[src/hw/rtl/btc_pkg.sv]
// Shared types, constants and multiply helpers for the compensation pipeline.
`default_nettype none

package btc_pkg;

    localparam int DivW     = 31;
    localparam int NumCells = 64;
    localparam int PresFull = 1048576;
    localparam int PresScale = 3125;
    localparam int TempOff  = 128000;

    typedef enum logic [1:0] {
        CfgTempTrim = 2'd0,
        CfgPresLow  = 2'd1,
        CfgPresHigh = 2'd2,
        CfgPresLast = 2'd3
    } t_cfg_idx;

    typedef struct packed {
        logic [47:0] temp;
        logic [63:0] plow;
        logic [63:0] phigh;
        logic [15:0] plast;
    } t_trim;

    typedef struct packed {
        logic signed [31:0] tc;
        logic signed [31:0] tf;
        logic               qneg;
        logic               pvld;
    } t_side;

    typedef struct packed {
        logic [DivW-1:0] rem;
        logic [63:0]     dq;
        logic [DivW-1:0] mb;
        t_side           side;
    } t_cell;

    typedef struct packed {
        logic signed [31:0] tc;
        logic signed [31:0] tf;
        logic [31:0]        pres;
        logic               pvld;
    } t_result;

    // Low 64 bits of a 64-bit word times an unsigned 16-bit coefficient.
    function automatic logic [63:0] mul_u16(input logic [63:0] a, input logic [15:0] b);
        logic [79:0] t;
        t = a * b;
        return t[63:0];
    endfunction

    // Low 64 bits of a 64-bit word times a signed 16-bit coefficient.
    function automatic logic [63:0] mul_s16(input logic [63:0] a, input logic [15:0] b);
        logic [63:0] m;
        m = mul_u16(a, b);
        return b[15] ? (m - {a[47:0], 16'b0}) : m;
    endfunction

endpackage

`default_nettype wire

[src/hw/rtl/btc_div_cell.sv]
// One restoring division cell: settles one quotient bit and passes the word on.
`default_nettype none

module btc_div_cell (
    input  wire logic      i_clk,
    input  wire logic      i_rst_n,
    input  wire logic      i_en,
    input  wire logic      i_vld,
    input  wire btc_pkg::t_cell i_cell,
    output logic           o_vld,
    output btc_pkg::t_cell o_cell
);

    localparam int W = btc_pkg::DivW;

    logic           r_vld;
    btc_pkg::t_cell r_cell;
    logic [W:0]     n_rem2;
    logic [W:0]     n_diff;
    logic           n_ge;
    btc_pkg::t_cell n_cell;

    // The dividend shifts out of the top of dq while quotient bits fill from the bottom.
    always_comb begin
        n_rem2     = {i_cell.rem, i_cell.dq[63]};
        n_ge       = (n_rem2 >= {1'b0, i_cell.mb});
        n_diff     = n_rem2 - {1'b0, i_cell.mb};
        n_cell     = i_cell;
        n_cell.rem = n_ge ? n_diff[W-1:0] : n_rem2[W-1:0];
        n_cell.dq  = {i_cell.dq[62:0], n_ge};
    end

    always_ff @(posedge i_clk) begin
        if (!i_rst_n) begin
            r_vld <= 1'b0;
        end else if (i_en) begin
            r_vld <= i_vld;
        end
    end

    always_ff @(posedge i_clk) begin
        if (i_en) begin
            r_cell <= n_cell;
        end
    end

    assign o_vld  = r_vld;
    assign o_cell = r_cell;

endmodule

`default_nettype wire

[config.mk]
export PLATFORM = sky130hd
export DESIGN_NAME = btc_div_cell
export DESIGN_NICKNAME = d
export VERILOG_FILES = /design/src/hw/rtl/btc_pkg.sv /design/src/hw/rtl/btc_div_cell.sv
export SDC_FILE = /design/constraint.sdc
export NUM_CORES = 1
export LEC_CHECK = 0
export ABC_AREA = 1
export BUFFER_PORTS_ARGS = -buffer_cell sky130_fd_sc_hd__buf_2
export CAP_MARGIN = 20
export CORE_UTILIZATION = 35
export CTS_CLUSTER_DIAMETER = 40
export DETAILED_ROUTE_END_ITERATION = 16
export GPL_TIMING_DRIVEN = 0
export SLEW_MARGIN = 20
export SYNTH_ARGS = -nofsm -noshare
export SYNTH_HDL_FRONTEND = slang
export SYNTH_SLANG_ARGS = --single-unit
[constraint.sdc]
create_clock -name i_clk -period 3.7 [get_ports i_clk]
set_clock_uncertainty 0.05 [all_clocks]
set_input_delay 0.555 -clock i_clk [delete_from_list [all_inputs] [get_ports i_clk]]
set_output_delay 0.555 -clock i_clk [all_outputs]
set_load 0.005 [all_outputs]
==> results.sh <==
export IMPL_dp_hpwl_um=21900
export IMPL_cts_tree="done"
export IMPL_syn_avg_cell_area_um2=10.8
export IMPL_drtAntennaViolNets=0
export IMPL_clkTransAtPathRegs_ns=0.09
export IMPL_hold_viol=0
export IMPL_setup_tns_ns=0
export IMPL_stdcell_area_um2=11900
export IMPL_cts_buffer_depth=2
export IMPL_synth_top_area_cell="edfxtp_1"
export IMPL_area_delta_synth_final_pct=34.3
export IMPL_clkLatencyLatePin_ns=0.44
export IMPL_grt_use_total_pct=21.1
export IMPL_final_nets=1458
export IMPL_drive_above_1_share_pct=37.5
export IMPL_rsz0062_at_grt="false"
export IMPL_worstPathMaxFanout=10
export IMPL_ctsHoldBuffers=0
export IMPL_vias_per_cell=4.51
export IMPL_cts_sinks=193
export IMPL_fp_coreArea_um2=24600
export IMPL_antenna_found_initial=3
export IMPL_cp_required_ns=3.84
export IMPL_grt_pass1_wl_um=40200
export IMPL_die_h_um=161
export IMPL_root_buffer="clkbuf_16"
export IMPL_status="finished clean"
export IMPL_final_min_clock_period_ns=2.36
export IMPL_leakagePower_nw=5.89
export IMPL_setup_viol=0
export IMPL_critPathBufInv=4
export IMPL_ir_worst_vdd_uv=335
export IMPL_r2r_start="o_vld$_SDFFE_PN0P_"
export IMPL_die_w_um=161
export IMPL_cts_buffers=17
export IMPL_post_cts_resized=0
export IMPL_comb_power_share_pct=16.5
export IMPL_ys_seq_elements=193
export IMPL_crit_slowest_cell="fa_1"
export IMPL_worstHoldPathType="in -> reg"
export IMPL_synth_warnings=0
export IMPL_busiest_layer="met2"
export IMPL_drv_slew=0
export IMPL_syn_nets=1049
export IMPL_post_route_period_util_pct=63.7
export IMPL_drc=0
export IMPL_drt_wl_total_um=27200
export IMPL_pre_cts_slack_ns=0.875
export IMPL_crit_path_max_incr_delay_ns=0.37
export IMPL_vias=7074
export IMPL_worst_slew_pin_slew_ns=0.480
export IMPL_num_io_pins=389
export IMPL_port_buffer_count=388
export IMPL_path_cells="buf_2, ha_1, fa_1, inv_1, nand2_1, nand2_1, nand3_2, nand2_2, nand2_2, nand3_2, nand2_2, buf_6, buf_8, nand3_2, nand2_1"
export IMPL_h_tree_depth=4
export IMPL_initial_core_util_pct=36.1
export IMPL_cap_violations=0
export IMPL_ys_types=34
export IMPL_power_frac_seq_pct=48.1
export IMPL_use_met1_pct=24.8
export IMPL_clockPowerShare_pct=35.4
export IMPL_grt_pass1_vias=6919
export IMPL_ys_top_cells_by_area="edfxtp_1 (65%), nand2_1 (11%), inv_1 (6.2%), ha_1 (4.4%), nand3_1 (3.7%)"
export IMPL_setup_ws_ns=1.34
export IMPL_max_freq_ghz=0.424
export IMPL_grtUsageMet2_pct=38.2
export IMPL_hp_start="i_cell[134]"
export IMPL_synthArstFlopShare_pct=0
export IMPL_p_per_area_nw_per_um2=466
export IMPL_grt_max_degree=75
export IMPL_slew_headroom_pct=68.0
export IMPL_dr_pass1_iters=5
export IMPL_cp_top_family="simple AND/OR/NAND/NOR gates"
export IMPL_hold_ws_ns=0.231
export IMPL_swShare_pct=28.0
export IMPL_drt_iter0_drc=414
export IMPL_p_int_w=0.00400
export IMPL_netlist_instances=821
export IMPL_synth_seq_area_share_pct=65.2
export IMPL_post_cts_buffers=0
export IMPL_crit_arrival_ns=2.49
export IMPL_timing_worst_setup_path_type="in -> reg"
export IMPL_synth_flop_cell="edfxtp_1"
export IMPL_crit_path_start_kind="input port"
export IMPL_critPathCaptureType="flip-flop"
export IMPL_rows=57
export IMPL_synth_edf_count=192
export IMPL_fin_util_pct=48.5
export IMPL_final_common_cell="buf_2"
export IMPL_grt_util_met3_pct=4.57
export IMPL_dpl_instance_area_um2=11300
export IMPL_die_area_um2=26000
export IMPL_netSwitchingPower_w=0.00156
export IMPL_synth_top_area_share_pct=64.9
export IMPL_grt_overflow_total=0
export IMPL_final_cell_mix="buf_2 (389), nand2_1 (253), edfxtp_1 (192)"
export IMPL_wire_per_inst_um=17.4
export IMPL_cp_startpoint="i_cell[66]"
export IMPL_syn_area_um2=8880
export IMPL_gp_congestion=0.860
[registers in the layout, indices dropped and copies added, names as in the netlist]
signal,flops
o_vld,1
o_cell,192
[cells in the mapped netlist (2+ instances only)]
cell type  instances
edfxtp_1         192
buf_2              2
o21ai_0            3
nand3_2           13
nor2_4             4
nor3_2             2
inv_1            147
buf_4              2
a21oi_1           17
nand2_1          253
inv_2              2
o21bai_1           3
ha_1              31
nand3_1           65
nor2_1            36
buf_8              2
nor2_2             2
nand3b_1           2
buf_6              3
nand2_2            8
nand4_1            7
xor2_1            13
[through the flow]
stage	std cells	total power (W)
CTS	1567	0.00562
floorplan	821	0.00315
global route	1568	0.00579
finish	1568	0.00556
global placement	1533	0.00364
detailed placement	1535	0.00365
[power groups by stage]
stage          clock network [W]  registers [W]  logic [W]
5_1_grt                  0.00208        0.00269    0.00102
6_report                 0.00197        0.00267   0.000916
4_1_cts                  0.00202        0.00268   0.000932
3_5_place_dp                   0        0.00273   0.000926
3_3_place_gp                   0        0.00273   0.000908
2_1_floorplan                  0        0.00276   0.000384
[cells by family (layout without fill, tap and decap cells)]
family,count (synthesis),count (layout),synth area share (%)
AOI/OAI and AO/OA,26,26,1.62
xor gates and xnor gates,14,14,1.38
adders and majority gates,32,32,4.59
buffers and inverters,158,580,7.30
DFF,193,193,65.2
other,0,1,0
and+or+nand+nor,398,398,20.0
[area by class of cell]
class / count / area (um^2)
fillers: 2342 / 12700
well taps: 324 / 405
plain buffers: 9 / 88.8
clock inverters: 15 / 205
repair buffers: 390 / 2010
multi-input cells: 470 / 2450
diodes: 1 / 2.50
inverters: 149 / 559
clock buffers: 17 / 425
flip-flops and latches: 193 / 5790
[per-layer routing]
metal | vias up | share of wire [%]
met5 | - | 0.033
met4 | 2 | 1.6
met3 | 31 | 5.7
met2 | 257 | 52
met1 | 3282 | 41
li1 | 3502 | -
[final timing paths]
path | to | slack (ns) | cells past startpoint
min reg2reg | o_vld$_SDFFE_PN0P_ | 0.50 | 2
max reg2reg | o_vld$_SDFFE_PN0P_ | 3.01 | 2
max | o_cell[181]$_DFFE_PP_ | 1.34 | 15
min | o_cell[135]$_DFFE_PP_ | 0.23 | 1
Note: power is estimated with default switching activity, not from simulation.
